==> src/design/sbb_pkg.sv <==
`timescale 1ns / 1ps

package sbb_pkg;

    // Field widths fixed by the stream and register formats.
    localparam int BOX_W    = 6;
    localparam int SAMPLE_W = 8;
    localparam int SUM_W    = 14;
    localparam int POS_W    = 7;
    // The radius of a 6-bit box is at most 31, and a flush distance at most 62.
    localparam int RAD_W    = 5;
    localparam int DIST_W   = 6;

    // Default for the largest radius that the delay memory is sized for.
    localparam int unsigned MAX_RADIUS_DEFAULT = 31;

    // Depth of the command queue between the front and the back.
    localparam int QUEUE_DEPTH = 4;

    // The reciprocal multiply uses ceil(2^RECIP_SHIFT / box_size).
    localparam int RECIP_SHIFT = 20;
    localparam int RECIP_W     = RECIP_SHIFT + 1;
    localparam int PROD_W      = SUM_W + RECIP_W;

    localparam logic [POS_W-1:0]    POS_MAX = '1;
    localparam logic [SAMPLE_W-1:0] OUT_MAX = '1;

    // One classified input item, as the front hands it to the back.
    typedef struct packed {
        logic [SAMPLE_W-1:0] alpha;
        logic                last;
        logic                drop;
        logic                emit;
        logic [RAD_W-1:0]    flush_cnt;
        logic [POS_W-1:0]    pos;
    } cmd_t;

    // One window sum on its way to the divider.
    typedef struct packed {
        logic             valid;
        logic [SUM_W-1:0] sum;
        logic             row_end;
    } sum_beat_t;

    typedef enum logic {
        SEQ_ITEM,
        SEQ_FLUSH
    } seq_state_t;

    // Window radius: (box_size - 1) / 2, with a zero box treated as one,
    // limited to the largest radius the delay memory holds.
    function automatic logic [RAD_W-1:0] radius(input logic [BOX_W-1:0] box_size,
                                                input int unsigned max_radius);
        logic [BOX_W-1:0] bs;
        logic [BOX_W-1:0] half;
        bs   = (box_size == '0) ? BOX_W'(1) : box_size;
        half = (bs - BOX_W'(1)) >> 1;
        if (int'(half) > int'(max_radius))
        begin
            half = BOX_W'(max_radius);
        end
        return RAD_W'(half);
    endfunction

endpackage

==> src/design/sliding_box_blur_line.sv <==
`timescale 1ns / 1ps

// Box filter along one row of 8-bit alpha samples, using a running sum.
// The slave stream carries one sample per transaction in s_tdata, with
// s_tlast on the final sample of a row. The master stream returns blurred
// samples in m_tdata, floor(window sum / box_size) saturated to 255, with
// m_tlast on the last output of the row. The box width is written through
// cfg_wr_en / cfg_wr_data and resets to 1; the user must write it only
// while the stream is idle; the block does not enforce it. Output j
// leaves after sample j+R arrives, R = (box_size-1)/2. One sample is
// taken per cycle while the command queue has room; the last sample of a
// row is followed by min(R, row length) flush steps, one per output, as a
// single delay-memory read port serves both the window update and the
// flush. Reset clears the row position, the running sum, the command
// queue and all valid flags; the delay memory is not cleared. While an
// output waits on m_tready, the output register and the back pipeline
// hold; the four-entry command queue keeps taking samples until it fills.
module sliding_box_blur_line #(
    parameter int unsigned MAX_RADIUS = sbb_pkg::MAX_RADIUS_DEFAULT
) (
    input  logic                          clk,
    input  logic                          rst_n,
    input  logic                          cfg_wr_en,
    input  logic [sbb_pkg::BOX_W-1:0]     cfg_wr_data,  // box_size
    input  logic                          s_tvalid,
    output logic                          s_tready,
    input  logic [sbb_pkg::SAMPLE_W-1:0]  s_tdata,      // [7:0] alpha_in
    input  logic                          s_tlast,      // row_last
    output logic                          m_tvalid,
    input  logic                          m_tready,
    output logic [sbb_pkg::SAMPLE_W-1:0]  m_tdata,      // [7:0] alpha_out
    output logic                          m_tlast       // row_end
);

    logic [sbb_pkg::BOX_W-1:0] box_size_reg;
    logic                      q_push;
    logic                      q_pop;
    logic                      q_full;
    logic                      q_empty;
    sbb_pkg::cmd_t             q_cmd;
    sbb_pkg::cmd_t             q_head;
    sbb_pkg::sum_beat_t        beat;
    logic                      advance;

    // Box width register.
    always_ff @(posedge clk or negedge rst_n)
    begin
        if (!rst_n)
        begin
            box_size_reg <= sbb_pkg::BOX_W'(1);
        end
        else if (cfg_wr_en)
        begin
            box_size_reg <= cfg_wr_data;
        end
    end

    sbb_front #(
        .MAX_RADIUS (MAX_RADIUS)
    ) u_front (
        .clk      (clk),
        .rst_n    (rst_n),
        .box_size (box_size_reg),
        .s_tvalid (s_tvalid),
        .s_tready (s_tready),
        .s_tdata  (s_tdata),
        .s_tlast  (s_tlast),
        .q_full   (q_full),
        .q_push   (q_push),
        .q_cmd    (q_cmd)
    );

    sbb_queue u_queue (
        .clk      (clk),
        .rst_n    (rst_n),
        .push     (q_push),
        .push_cmd (q_cmd),
        .pop      (q_pop),
        .head     (q_head),
        .full     (q_full),
        .empty    (q_empty)
    );

    sbb_back #(
        .MAX_RADIUS (MAX_RADIUS)
    ) u_back (
        .clk      (clk),
        .rst_n    (rst_n),
        .box_size (box_size_reg),
        .advance  (advance),
        .q_empty  (q_empty),
        .q_head   (q_head),
        .q_pop    (q_pop),
        .beat     (beat)
    );

    sbb_div u_div (
        .clk      (clk),
        .rst_n    (rst_n),
        .box_size (box_size_reg),
        .beat     (beat),
        .advance  (advance),
        .m_tvalid (m_tvalid),
        .m_tready (m_tready),
        .m_tdata  (m_tdata),
        .m_tlast  (m_tlast)
    );

endmodule

==> src/design/sbb_front.sv <==
`timescale 1ns / 1ps

module sbb_front #(
    parameter int unsigned MAX_RADIUS = sbb_pkg::MAX_RADIUS_DEFAULT
) (
    input  logic                           clk,
    input  logic                           rst_n,
    input  logic [sbb_pkg::BOX_W-1:0]      box_size,
    input  logic                           s_tvalid,
    output logic                           s_tready,
    input  logic [sbb_pkg::SAMPLE_W-1:0]   s_tdata,   // [7:0] alpha_in
    input  logic                           s_tlast,   // row_last
    input  logic                           q_full,
    output logic                           q_push,
    output sbb_pkg::cmd_t                  q_cmd
);

    logic [sbb_pkg::POS_W-1:0] pos_reg;
    logic [sbb_pkg::POS_W-1:0] pos_next;
    logic [sbb_pkg::RAD_W-1:0] r;
    logic [sbb_pkg::POS_W:0]   pos_inc;

    assign r       = sbb_pkg::radius(box_size, MAX_RADIUS);
    assign pos_inc = {1'b0, pos_reg} + (sbb_pkg::POS_W + 1)'(1);

    // The queue takes a transaction whenever it has room.
    assign s_tready = !q_full;
    assign q_push   = s_tvalid && !q_full;

    // Classify the item against the current position in the row.
    always_comb
    begin
        q_cmd.alpha = s_tdata;
        q_cmd.last  = s_tlast;
        q_cmd.pos   = pos_reg;
        // The oldest sample leaves the window once a full box has been seen.
        q_cmd.drop  = pos_reg >= sbb_pkg::POS_W'({r, 1'b1});
        // A centered output becomes ready once r samples lie behind it.
        q_cmd.emit  = pos_reg >= sbb_pkg::POS_W'(r);
        // At the row end, min(r, pos + 1) outputs remain to be flushed.
        if ((sbb_pkg::POS_W + 1)'(r) < pos_inc)
        begin
            q_cmd.flush_cnt = r;
        end
        else
        begin
            q_cmd.flush_cnt = sbb_pkg::RAD_W'(pos_inc);
        end
    end

    // Row position saturates for long rows and restarts after the last item.
    always_comb
    begin
        pos_next = pos_reg;
        if (q_push)
        begin
            if (s_tlast)
            begin
                pos_next = '0;
            end
            else if (pos_reg != sbb_pkg::POS_MAX)
            begin
                pos_next = pos_inc[sbb_pkg::POS_W-1:0];
            end
        end
    end

    always_ff @(posedge clk or negedge rst_n)
    begin
        if (!rst_n)
        begin
            pos_reg <= '0;
        end
        else
        begin
            pos_reg <= pos_next;
        end
    end

endmodule

==> src/design/sbb_queue.sv <==
`timescale 1ns / 1ps

module sbb_queue (
    input  logic          clk,
    input  logic          rst_n,
    input  logic          push,
    input  sbb_pkg::cmd_t push_cmd,
    input  logic          pop,
    output sbb_pkg::cmd_t head,
    output logic          full,
    output logic          empty
);

    localparam int PTR_W = $clog2(sbb_pkg::QUEUE_DEPTH);
    localparam int CNT_W = $clog2(sbb_pkg::QUEUE_DEPTH + 1);

    sbb_pkg::cmd_t      entry_reg [sbb_pkg::QUEUE_DEPTH];
    logic [PTR_W-1:0]   wr_ptr_reg;
    logic [PTR_W-1:0]   rd_ptr_reg;
    logic [CNT_W-1:0]   count_reg;
    logic [PTR_W-1:0]   wr_ptr_next;
    logic [PTR_W-1:0]   rd_ptr_next;
    logic [CNT_W-1:0]   count_next;
    logic               do_push;
    logic               do_pop;

    assign full    = count_reg == CNT_W'(sbb_pkg::QUEUE_DEPTH);
    assign empty   = count_reg == '0;
    assign head    = entry_reg[rd_ptr_reg];
    assign do_push = push && !full;
    assign do_pop  = pop && !empty;

    // Pointers wrap over the queue depth.
    always_comb
    begin
        wr_ptr_next = wr_ptr_reg;
        rd_ptr_next = rd_ptr_reg;
        count_next  = count_reg;
        if (do_push)
        begin
            wr_ptr_next = (wr_ptr_reg == PTR_W'(sbb_pkg::QUEUE_DEPTH - 1)) ? '0
                          : wr_ptr_reg + PTR_W'(1);
        end
        if (do_pop)
        begin
            rd_ptr_next = (rd_ptr_reg == PTR_W'(sbb_pkg::QUEUE_DEPTH - 1)) ? '0
                          : rd_ptr_reg + PTR_W'(1);
        end
        if (do_push && !do_pop)
        begin
            count_next = count_reg + CNT_W'(1);
        end
        else if (do_pop && !do_push)
        begin
            count_next = count_reg - CNT_W'(1);
        end
    end

    always_ff @(posedge clk or negedge rst_n)
    begin
        if (!rst_n)
        begin
            wr_ptr_reg <= '0;
            rd_ptr_reg <= '0;
            count_reg  <= '0;
        end
        else
        begin
            wr_ptr_reg <= wr_ptr_next;
            rd_ptr_reg <= rd_ptr_next;
            count_reg  <= count_next;
        end
    end

    // Entry storage.
    always_ff @(posedge clk)
    begin
        if (do_push)
        begin
            entry_reg[wr_ptr_reg] <= push_cmd;
        end
    end

endmodule

==> src/design/sbb_back.sv <==
`timescale 1ns / 1ps

module sbb_back #(
    parameter int unsigned MAX_RADIUS = sbb_pkg::MAX_RADIUS_DEFAULT
) (
    input  logic                       clk,
    input  logic                       rst_n,
    input  logic [sbb_pkg::BOX_W-1:0]  box_size,
    input  logic                       advance,
    input  logic                       q_empty,
    input  sbb_pkg::cmd_t              q_head,
    output logic                       q_pop,
    output sbb_pkg::sum_beat_t         beat
);

    // The delay memory keeps at least 2*MAX_RADIUS+1 samples, addressed
    // by a wrapping write pointer.
    localparam int DEPTH    = 2 * MAX_RADIUS + 2;
    localparam int AW       = $clog2(DEPTH);
    localparam int MEM_SIZE = 2 ** AW;

    logic [sbb_pkg::SAMPLE_W-1:0] delay_mem [MEM_SIZE];

    sbb_pkg::seq_state_t          state_reg;
    sbb_pkg::seq_state_t          state_next;
    logic [AW-1:0]                wptr_reg;
    logic [AW-1:0]                wptr_next;
    logic [sbb_pkg::RAD_W-1:0]    cnt_reg;
    logic [sbb_pkg::RAD_W-1:0]    cnt_next;
    logic [sbb_pkg::DIST_W-1:0]   dist_reg;
    logic [sbb_pkg::DIST_W-1:0]   dist_next;
    logic [sbb_pkg::POS_W-1:0]    pos_reg;
    logic [sbb_pkg::POS_W-1:0]    pos_next;
    logic [sbb_pkg::RAD_W-1:0]    r;

    logic                         issue;
    logic                         wr_en;
    logic [AW-1:0]                raddr;
    logic [sbb_pkg::SAMPLE_W-1:0] op_add;
    logic                         op_sub;
    logic                         op_emit;
    logic                         op_end;

    logic                         b_valid_reg;
    logic [sbb_pkg::SAMPLE_W-1:0] b_add_reg;
    logic                         b_sub_reg;
    logic                         b_emit_reg;
    logic                         b_end_reg;
    logic [sbb_pkg::SAMPLE_W-1:0] rd_reg;
    logic [sbb_pkg::SUM_W-1:0]    sum_reg;
    logic [sbb_pkg::SUM_W-1:0]    sum_new;
    logic                         beat_valid_reg;
    logic [sbb_pkg::SUM_W-1:0]    beat_sum_reg;
    logic                         beat_end_reg;

    assign r = sbb_pkg::radius(box_size, MAX_RADIUS);

    // Sequencer: one step per cycle while the pipeline advances, either a new item or one flush output.
    always_comb
    begin
        state_next = state_reg;
        wptr_next  = wptr_reg;
        cnt_next   = cnt_reg;
        dist_next  = dist_reg;
        pos_next   = pos_reg;
        q_pop      = 1'b0;
        issue      = 1'b0;
        wr_en      = 1'b0;
        raddr      = wptr_reg - AW'(dist_reg);
        op_add     = '0;
        op_sub     = 1'b0;
        op_emit    = 1'b0;
        op_end     = 1'b0;
        case (state_reg)
            sbb_pkg::SEQ_ITEM:
            begin
                if (advance && !q_empty)
                begin
                    q_pop     = 1'b1;
                    issue     = 1'b1;
                    wr_en     = 1'b1;
                    wptr_next = wptr_reg + AW'(1);
                    // The sample 2r+1 places behind the new one leaves the window.
                    raddr     = wptr_reg + AW'(1) - AW'({r, 1'b1});
                    op_add    = q_head.alpha;
                    op_sub    = q_head.drop;
                    op_emit   = q_head.emit;
                    op_end    = q_head.last && (q_head.flush_cnt == '0);
                    if (q_head.last && (q_head.flush_cnt != '0))
                    begin
                        state_next = sbb_pkg::SEQ_FLUSH;
                        cnt_next   = q_head.flush_cnt;
                        dist_next  = sbb_pkg::DIST_W'(q_head.flush_cnt)
                                     + sbb_pkg::DIST_W'(r);
                        pos_next   = q_head.pos;
                    end
                end
            end
            sbb_pkg::SEQ_FLUSH:
            begin
                if (advance)
                begin
                    issue     = 1'b1;
                    raddr     = wptr_reg - AW'(dist_reg);
                    // Only samples of this row are taken out of the sum.
                    op_sub    = sbb_pkg::POS_W'(dist_reg) <= pos_reg;
                    op_emit   = 1'b1;
                    op_end    = cnt_reg == sbb_pkg::RAD_W'(1);
                    cnt_next  = cnt_reg - sbb_pkg::RAD_W'(1);
                    dist_next = dist_reg - sbb_pkg::DIST_W'(1);
                    if (cnt_reg == sbb_pkg::RAD_W'(1))
                    begin
                        state_next = sbb_pkg::SEQ_ITEM;
                    end
                end
            end
            default:
            begin
                state_next = sbb_pkg::SEQ_ITEM;
            end
        endcase
    end

    always_ff @(posedge clk or negedge rst_n)
    begin
        if (!rst_n)
        begin
            state_reg <= sbb_pkg::SEQ_ITEM;
            wptr_reg  <= '0;
            cnt_reg   <= '0;
            dist_reg  <= '0;
            pos_reg   <= '0;
        end
        else
        begin
            state_reg <= state_next;
            wptr_reg  <= wptr_next;
            cnt_reg   <= cnt_next;
            dist_reg  <= dist_next;
            pos_reg   <= pos_next;
        end
    end

    // Delay memory: one write and one registered read per cycle.
    always_ff @(posedge clk)
    begin
        if (wr_en)
        begin
            delay_mem[wptr_next] <= q_head.alpha;
        end
        if (advance)
        begin
            rd_reg <= delay_mem[raddr];
        end
    end

    // Step register in front of the running sum.
    always_ff @(posedge clk or negedge rst_n)
    begin
        if (!rst_n)
        begin
            b_valid_reg <= 1'b0;
        end
        else if (advance)
        begin
            b_valid_reg <= issue;
        end
    end

    always_ff @(posedge clk)
    begin
        if (advance && issue)
        begin
            b_add_reg  <= op_add;
            b_sub_reg  <= op_sub;
            b_emit_reg <= op_emit;
            b_end_reg  <= op_end;
        end
    end

    // Running sum: add the new sample and drop the one leaving, wrapping.
    assign sum_new = sum_reg + sbb_pkg::SUM_W'(b_add_reg)
                     - (b_sub_reg ? sbb_pkg::SUM_W'(rd_reg) : '0);

    always_ff @(posedge clk or negedge rst_n)
    begin
        if (!rst_n)
        begin
            sum_reg        <= '0;
            beat_valid_reg <= 1'b0;
        end
        else if (advance)
        begin
            beat_valid_reg <= b_valid_reg && b_emit_reg;
            if (b_valid_reg)
            begin
                sum_reg <= b_end_reg ? '0 : sum_new;
            end
        end
    end

    always_ff @(posedge clk)
    begin
        if (advance && b_valid_reg)
        begin
            beat_sum_reg <= sum_new;
            beat_end_reg <= b_end_reg;
        end
    end

    assign beat.valid   = beat_valid_reg;
    assign beat.sum     = beat_sum_reg;
    assign beat.row_end = beat_end_reg;

endmodule

==> src/design/sbb_div.sv <==
`timescale 1ns / 1ps

module sbb_div (
    input  logic                          clk,
    input  logic                          rst_n,
    input  logic [sbb_pkg::BOX_W-1:0]     box_size,
    input  sbb_pkg::sum_beat_t            beat,
    output logic                          advance,
    output logic                          m_tvalid,
    input  logic                          m_tready,
    output logic [sbb_pkg::SAMPLE_W-1:0]  m_tdata,   // [7:0] alpha_out
    output logic                          m_tlast    // row_end
);

    localparam int NUM_BOX = 2 ** sbb_pkg::BOX_W;
    localparam int QUOT_W  = sbb_pkg::PROD_W - sbb_pkg::RECIP_SHIFT;

    logic [sbb_pkg::RECIP_W-1:0]  recip_tab [NUM_BOX];
    logic                         p_valid_reg;
    logic [sbb_pkg::PROD_W-1:0]   prod_reg;
    logic                         p_end_reg;
    logic [QUOT_W-1:0]            quot;
    logic                         out_valid_reg;
    logic [sbb_pkg::SAMPLE_W-1:0] out_data_reg;
    logic                         out_last_reg;

    // Reciprocal table: ceil(2^20 / d). For sums below 2^14 and d below 64
    // the product shifted down is exactly the floor quotient.
    for (genvar g = 0; g < NUM_BOX; g++)
    begin : g_recip
        localparam int unsigned DIVISOR = (g == 0) ? 1 : g;
        localparam int unsigned VALUE   =
            ((1 << sbb_pkg::RECIP_SHIFT) + DIVISOR - 1) / DIVISOR;
        assign recip_tab[g] = sbb_pkg::RECIP_W'(VALUE);
    end

    // The whole pipeline moves while the output register is free or drained.
    assign advance = !out_valid_reg || m_tready;

    always_ff @(posedge clk or negedge rst_n)
    begin
        if (!rst_n)
        begin
            p_valid_reg   <= 1'b0;
            out_valid_reg <= 1'b0;
        end
        else if (advance)
        begin
            p_valid_reg   <= beat.valid;
            out_valid_reg <= p_valid_reg;
        end
    end

    // Multiply stage.
    always_ff @(posedge clk)
    begin
        if (advance && beat.valid)
        begin
            prod_reg  <= sbb_pkg::PROD_W'(beat.sum)
                         * sbb_pkg::PROD_W'(recip_tab[box_size]);
            p_end_reg <= beat.row_end;
        end
    end

    // Shift down and saturate quotients above the sample range.
    assign quot = prod_reg[sbb_pkg::PROD_W-1:sbb_pkg::RECIP_SHIFT];

    always_ff @(posedge clk)
    begin
        if (advance && p_valid_reg)
        begin
            if (quot > QUOT_W'(sbb_pkg::OUT_MAX))
            begin
                out_data_reg <= sbb_pkg::OUT_MAX;
            end
            else
            begin
                out_data_reg <= quot[sbb_pkg::SAMPLE_W-1:0];
            end
            out_last_reg <= p_end_reg;
        end
    end

    assign m_tvalid = out_valid_reg;
    assign m_tdata  = out_data_reg;
    assign m_tlast  = out_last_reg;

endmodule

==> config.mk <==
export PLATFORM = sky130hd
export DESIGN_NAME = sliding_box_blur_line
export DESIGN_NICKNAME = d
export VERILOG_FILES = /design/src/design/sbb_pkg.sv /design/src/design/sliding_box_blur_line.sv /design/src/design/sbb_front.sv /design/src/design/sbb_queue.sv /design/src/design/sbb_back.sv /design/src/design/sbb_div.sv
export SDC_FILE = /design/constraint.sdc
export NUM_CORES = 2
export LEC_CHECK = 0
export BUFFER_PORTS_ARGS = -buffer_cell sky130_fd_sc_hd__buf_4
export CAP_MARGIN = 30
export CORE_MARGIN = 2
export CORE_UTILIZATION = 60
export CTS_BUF_LIST = sky130_fd_sc_hd__clkbuf_8
export CTS_CLUSTER_DIAMETER = 100
export DETAILED_ROUTE_END_ITERATION = 7
export PLACE_DENSITY = 0.76
export SYNTH_ARGS = -nofsm -noshare
export SYNTH_HDL_FRONTEND = slang
export SYNTH_HIERARCHICAL = 1
export SYNTH_SLANG_ARGS = --single-unit
==> constraint.sdc <==
create_clock -name clk -period 16.5 [get_ports clk]
set_input_delay 2.475 -clock clk [delete_from_list [all_inputs] [get_ports clk]]
set_output_delay 2.475 -clock clk [all_outputs]
set_load 0.02 [all_outputs]
## After elaboration in Yosys (flattened, before gate mapping)

Memories as Yosys holds them, arrays and structs flattened. A register that Yosys moved wholly into a read port is not among the register bits.
Cells that the tools add are included.

| storage, ports and cells | value |
|---|---|
| bits in latches | 0 |
| RAM bits | 604 |
| word-level logic and storage cells | 137 |
| register bits | 134 |
| memory bits (read-only) | 1344 |
| memories | 3 |

Memories:

| memory | words | bits a word | read ports | clocked after memory_dff | write ports | RTL line | RTL |
|---|---|---|---|---|---|---|---|
| (name not given) | 64 | 21 | 1 | 0 | 0 | sbb_div.sv:60 | `* sbb_pkg::PROD_W'(recip_tab[box_size]);` |
| u_back.delay_mem | 64 | 8 | 1 | 1 | 1 | sbb_back.sv:22 | `logic [sbb_pkg::SAMPLE_W-1:0] delay_mem [MEM_SIZE];` |
| u_queue.entry_reg | 4 | 23 | 1 | 0 | 1 | sbb_queue.sv:17 | `sbb_pkg::cmd_t entry_reg [sbb_pkg::QUEUE_DEPTH];` |

| cells by class | value |
|---|---|
| reductions and logical operators | 30 |
| div/mod/pow operators | 0 |
| $add $sub $neg | 14 |
| $lt $le $gt $ge | 7 |
| equal/unequal tests | 8 |
| $mul | 1 |
| mux-type cells | 46 |
| shifts and indexed selects | 0 |
| bitwise gates (word level) | 3 |

Operators with widths:

| cell | number |
|---|---|
| 21-bit two-way mux | 2 |
| 6-bit two-way mux | 7 |
| 14-bit by 21-bit multiplier with 35-bit output | 1 |
| 5-bit two-way mux | 5 |
| 6-bit one-hot mux with 2 select lines | 2 |
| 1-bit two-way mux | 16 |
| 15-bit by 8-bit > comparator with 1-bit output (second input constant) | 1 |
| 14-bit by 8-bit adder with 14-bit output | 1 |
| 14-bit two-way mux | 1 |
| 7-bit two-way mux | 2 |
| 14-bit subtractor | 1 |
| 1-bit logical AND | 13 |
| 6-bit by 1-bit subtractor with 6-bit output (second input constant) | 2 |
| 6-bit subtractor | 2 |
| 1-bit one-hot mux with 2 select lines | 5 |
| 5-bit one-hot mux with 2 select lines | 1 |
| 7-bit by 1-bit adder with 8-bit output (second input constant) | 1 |
| 5-bit by 8-bit less-than comparator with 1-bit output | 1 |
| 8-bit two-way mux | 1 |
| 7-bit by 5-bit >= comparator with 1-bit output | 1 |
| 7-bit by 6-bit >= comparator with 1-bit output | 1 |
| 7-bit >= comparator (second input constant) | 1 |
| 6-bit by 7-bit less-or-equal comparator with 1-bit output | 1 |
| 7-bit != test (second input constant) | 1 |
| 25 further kinds | 39 |

## Longest topological paths before layout

| logic depth | value |
|---|---|
| word-level depth | 9 |
| gate-level depth with buffers | 32 |
| mapped depth without buffers | 29 |

## By module

The synthesis kept the hierarchy.

Modules (own cells, without submodules):

| module | cells each | sequential area each (µm²) | instances | area an instance (µm²) |
|---|---|---|---|---|
| sbb_back | 1632 | 17421.7 | 1 | 25771.0 |
| sbb_div | 1358 | 800.8 | 1 | 11688.7 |
| sbb_queue | 158 | 2937.8 | 1 | 3761.1 |
| sbb_front | 110 | 175.2 | 1 | 899.6 |
| sliding_box_blur_line | 13 | 151.4 | 1 | 252.7 |

## Worst setup path after synthesis

Ideal clock, no wire load.

| path | value |
|---|---|
| path type | reg-to-reg |
| start | register box_size_reg[0] (netlist bit) |
| end | register u_div/prod_reg[28] (netlist bit), data pin |
| buffers on the path | 3 |
| data required time | 16.242 ns |
| setup time | 0.258 ns |
| stages on the path, launching flop included | 27 |
| setup slack | 8.723 ns |
| arrival time | 7.519 ns |
| cell sequence | dfstp_2 clkbuf_1 inv_1 ha_1 clkbuf_1 mux4_2 o21ai_0 buf_2 nand2_1 fa_1 inv_1 fa_1 fa_1 fa_1 fa_1 inv_1 fa_1 inv_1 ha_1 a21o_1 a21o_1 a2111oi_2 nor2_1 a211oi_4 o21bai_2 a41oi_2 xnor2_1 |

| on the way | value |
|---|---|
| word-level cells in the longest chain between the ends | 5 |

Ends and longest elaborated chain:

| element | RTL line | RTL |
|---|---|---|
| from (decl) | sliding_box_blur_line.sv:35 | `logic [sbb_pkg::BOX_W-1:0] box_size_reg;` |
| from (signal assigned) | sliding_box_blur_line.sv:50 | `box_size_reg <= sbb_pkg::BOX_W'(1);` |
| from (signal assigned) | sliding_box_blur_line.sv:54 | `box_size_reg <= cfg_wr_data;` |
| 6-bit NOT with 7-bit output (not written as such) | sbb_div.sv:60 |  |
| memory 64 x 21 bit | - |  |
| 21-bit two-way mux (not written as such) (2 in series) | sbb_div.sv:60 |  |
| 14-bit by 21-bit multiplier with 35-bit output | sbb_div.sv:60 |  |
| to (signal assigned) | sbb_div.sv:59 | `prod_reg <= sbb_pkg::PROD_W'(beat.sum)` |
| to (decl) | sbb_div.sv:20 | `logic [sbb_pkg::PROD_W-1:0] prod_reg;` |

Every way passes these cells. The select of a mux whose other input is x is not followed.
A chain may end at the register's enable or synchronous reset.

## Worst setup path after layout

| path | value |
|---|---|
| start | register box_size_reg[1] (netlist bit) |
| end | register u_div/prod_reg[31] (netlist bit), data pin |

The elaborated chain is that of the path after synthesis.

==> flow_metrics.tcl <==
set metrics [dict create \
    fp-row-count 97 \
    dpl.hpwl_um 60800 \
    crit_slowest_cell "dfrtp_1" \
    synth_enable_flop_cells 663 \
    timing.reg2reg.worst_path_depth 25 \
    final-max-slew-violation-count 0 \
    endpoint_kind "flip-flop" \
    largest_register_ff_count 512 \
    clkSinkCount 726 \
    r2r_slack_ns 7.96 \
    crit_path_max_fanout 22 \
    tritoncts.num_buffers 112 \
    max_freq_mhz 117 \
    hold_buffers 0 \
    syn-mean-instance-area_um2 13.0 \
    result_of_the_run "finished clean" \
    largest_stage_delay_on_the_critical_path_ns 0.78 \
    fin_worst_skew_ns 0.0439 \
    synthCells 3271 \
    synth_top_cell_area_share_pct 47.0 \
    cts.reportedPaths.clkPinSlew_ns 0.06 \
    wl_met2_um 45200 \
    ys_ff_latch 726 \
    grt_pass1_vias 26644 \
    worst_hold_startpoint "u_div/p_end_reg$_DFFE_PP_" \
    worst-endpoint-arrival_ns 9.01 \
    tritoncts "built" \
    design.final.nets 3712 \
    htreeDepth 3 \
    async_set_or_reset_flop_fraction_in_the_synthesized_netlist_pct 8.68 \
    track_usage_pct 25.7 \
    cp_top_family "adder cells" \
    die_height_um 270 \
    fin_crit_sh_pct 51.7 \
    worst-slew-pin-transition_ns 1.21 \
    place.port_buffers 30 \
    boundaryPins 31 \
    die-area_um2 72800 \
    wirelength_met1_um 38900 \
    setup_violations 0 \
    post_cts_resize_count 0 \
    route.vias.total 25564 \
    routed.top_layer "met4" \
    insertion_delay_ns 0.75 \
    crit_required_ns 16.97 \
    most_common_cell_after_layout_fill_and_taps_aside "edfxtp_1" \
    cts_max_path_buffers 3 \
    tns_ns 0 \
    avgRoutedWirePerCell_um 21.4 \
    grt_max_degree 144 \
    timing.hold.worst_path_depth 0 \
    die_x_um 270 \
    wl_um 92500 \
    startpoint_type "flip-flop" \
    synth_cell_types 85 \
    synthDominantAreaCellType "edfxtp_1" \
    drive_gt1_share_pct 8.92 \
    first_pass_grt_wire_length_um 146000 \
    grt-ovfl-total 0 \
    drt_first_iter_violations 2508 \
    timing.final.crit_period_ns 8.54 \
    timing_worst_setup_path_type "flip-flop to flip-flop" \
    average_via_count_per_standard_cell 5.91 \
    syn-cell-area_um2 42400 \
    synthFlopType "edfxtp_1" \
    drc_errors 0 \
    synth.net_count 3692 \
    met3_length_um 6320 \
    ys_top_cells_by_area "edfxtp_1 47%, mux2i_1 12%, fa_1 11%" \
    postRouteAntennaNets 0 \
    worstHoldEndpoint "u_div/m_tlast$_DFFE_PP_" \
    total_of_warnings_raised_by_yosys 6 \
    hold_path_class "flip-flop to flip-flop" \
    ctsRootBufferMaster "clkbuf_8" \
    syn_to_final_growth_pct 7.72 \
    post_cts.repair.setup_buffers 0 \
    maxCapViolCount 0 \
    placeableCoreArea_um2 70000 \
    synth.yosys.seq_area_share_pct 50.7 \
    critical_path.most_common_cell "fa_1" \
    initial_antenna_violation_count 3 \
    path_buf_inv 4 \
    initial_core_utilization_pct 60.5 \
    firstDrtPassIters 6 \
    gp_congestion 0.913 \
    worst_slew_margin_rel_pct 19.1 \
    r2r_start "box_size_reg[1]$_DFFE_PN0P_" \
    hold_violations_final 0 \
    grt_setup_unrepaired "false" \
    r2r-end "u_div/prod_reg[31]$_DFFE_PP_" \
    most_used_cells_in_the_layout_excluding_fill_and_tap_cells "663 x edfxtp_1, 519 x mux2i_1, 371 x inv_1" \
]
-- worst max path at each step --
stage / cells past startpoint / slack (ns) / to / start
3_5_place_dp: 26 / 7.82 / u_div/prod_reg[31]$_DFFE_PP_ / box_size_reg[1]$_DFFE_PN0P_
4_1_cts: 26 / 7.80 / u_div/prod_reg[31]$_DFFE_PP_ / box_size_reg[1]$_DFFE_PN0P_
2_1_floorplan: 26 / 8.72 / u_div/prod_reg[28]$_DFFE_PP_ / box_size_reg[0]$_DFFE_PN1P_
6_report: 25 / 7.96 / u_div/prod_reg[31]$_DFFE_PP_ / box_size_reg[1]$_DFFE_PN0P_
3_3_place_gp: 26 / 8.02 / u_div/prod_reg[28]$_DFFE_PP_ / box_size_reg[1]$_DFFE_PN0P_
5_1_grt: 25 / 7.51 / u_div/prod_reg[31]$_DFFE_PP_ / box_size_reg[1]$_DFFE_PN0P_
-- layout make-up --
type                       instances  area [µm²]
multi-input combinational       2044       18800
sequential                       726       21500
clock inverter                    88         548
tap                              940        1180
clock buffer                     119        1640
timing repair buffer              77         718
fill                            5149       24400
inverter                         330        1240
antenna                            1        2.50
-- through the flow --
stage	hold WS, ns	utilization, %	area (µm²)	setup slack, ns	std cells
finish	0.446	65.2	45600	7.96	4325
CTS	0.452	65.1	45600	7.80	4320
detailed placement	0.435	61.9	43400	7.82	4113
global route	0.461	65.2	45600	7.51	4325
global placement	0.409	61.8	43300	8.02	4107
floorplan	0.400	-	42400	8.72	3271
-- routing by layer --
metal	track usage (%)	up-vias
met5	0	-
met2	42.8	964
li1	-	11528
met4	7.13	0
met1	35.1	12898
met3	4.27	174
-- cells by family after synthesis --
kind of cell | count (synthesis) | synth area share (%)
AO/OA/AOI/OAI | 308 | 4.72
XOR/XNOR | 59 | 1.22
adder cells (fa/ha/maj) | 402 | 16.0
buffers and inverters | 501 | 5.00
flip-flops | 726 | 50.7
multiplexers | 566 | 14.3
AND/OR/NAND/NOR | 709 | 8.01
-- synth_stat cells, drive strengths merged (21+ instances only) --
cell type  instances
edfxtp           663
buf              104
nor3              21
fa               235
dfrtp             62
nor2             137
and2             144
nand3             33
nand2b            24
a21o              35
inv              328
o21ai             85
a21oi             82
clkbuf            67
mux2i            521
mux4              26
ha               166
xnor2             39
nand2            269
nor2b             25
-- worst register-to-register path: cells and delay by family (launching register included) --
kind	cells	cell delay [ns]
compound gates	7	1.89
fa+ha+maj	8	3.67
flops	1	0.78
buf+inv	4	0.43
simple gates	5	1.32
mux	1	0.19
Power is not shown: default switching activity piles up to over one toggle a cycle in this logic, so the estimate is an artifact.
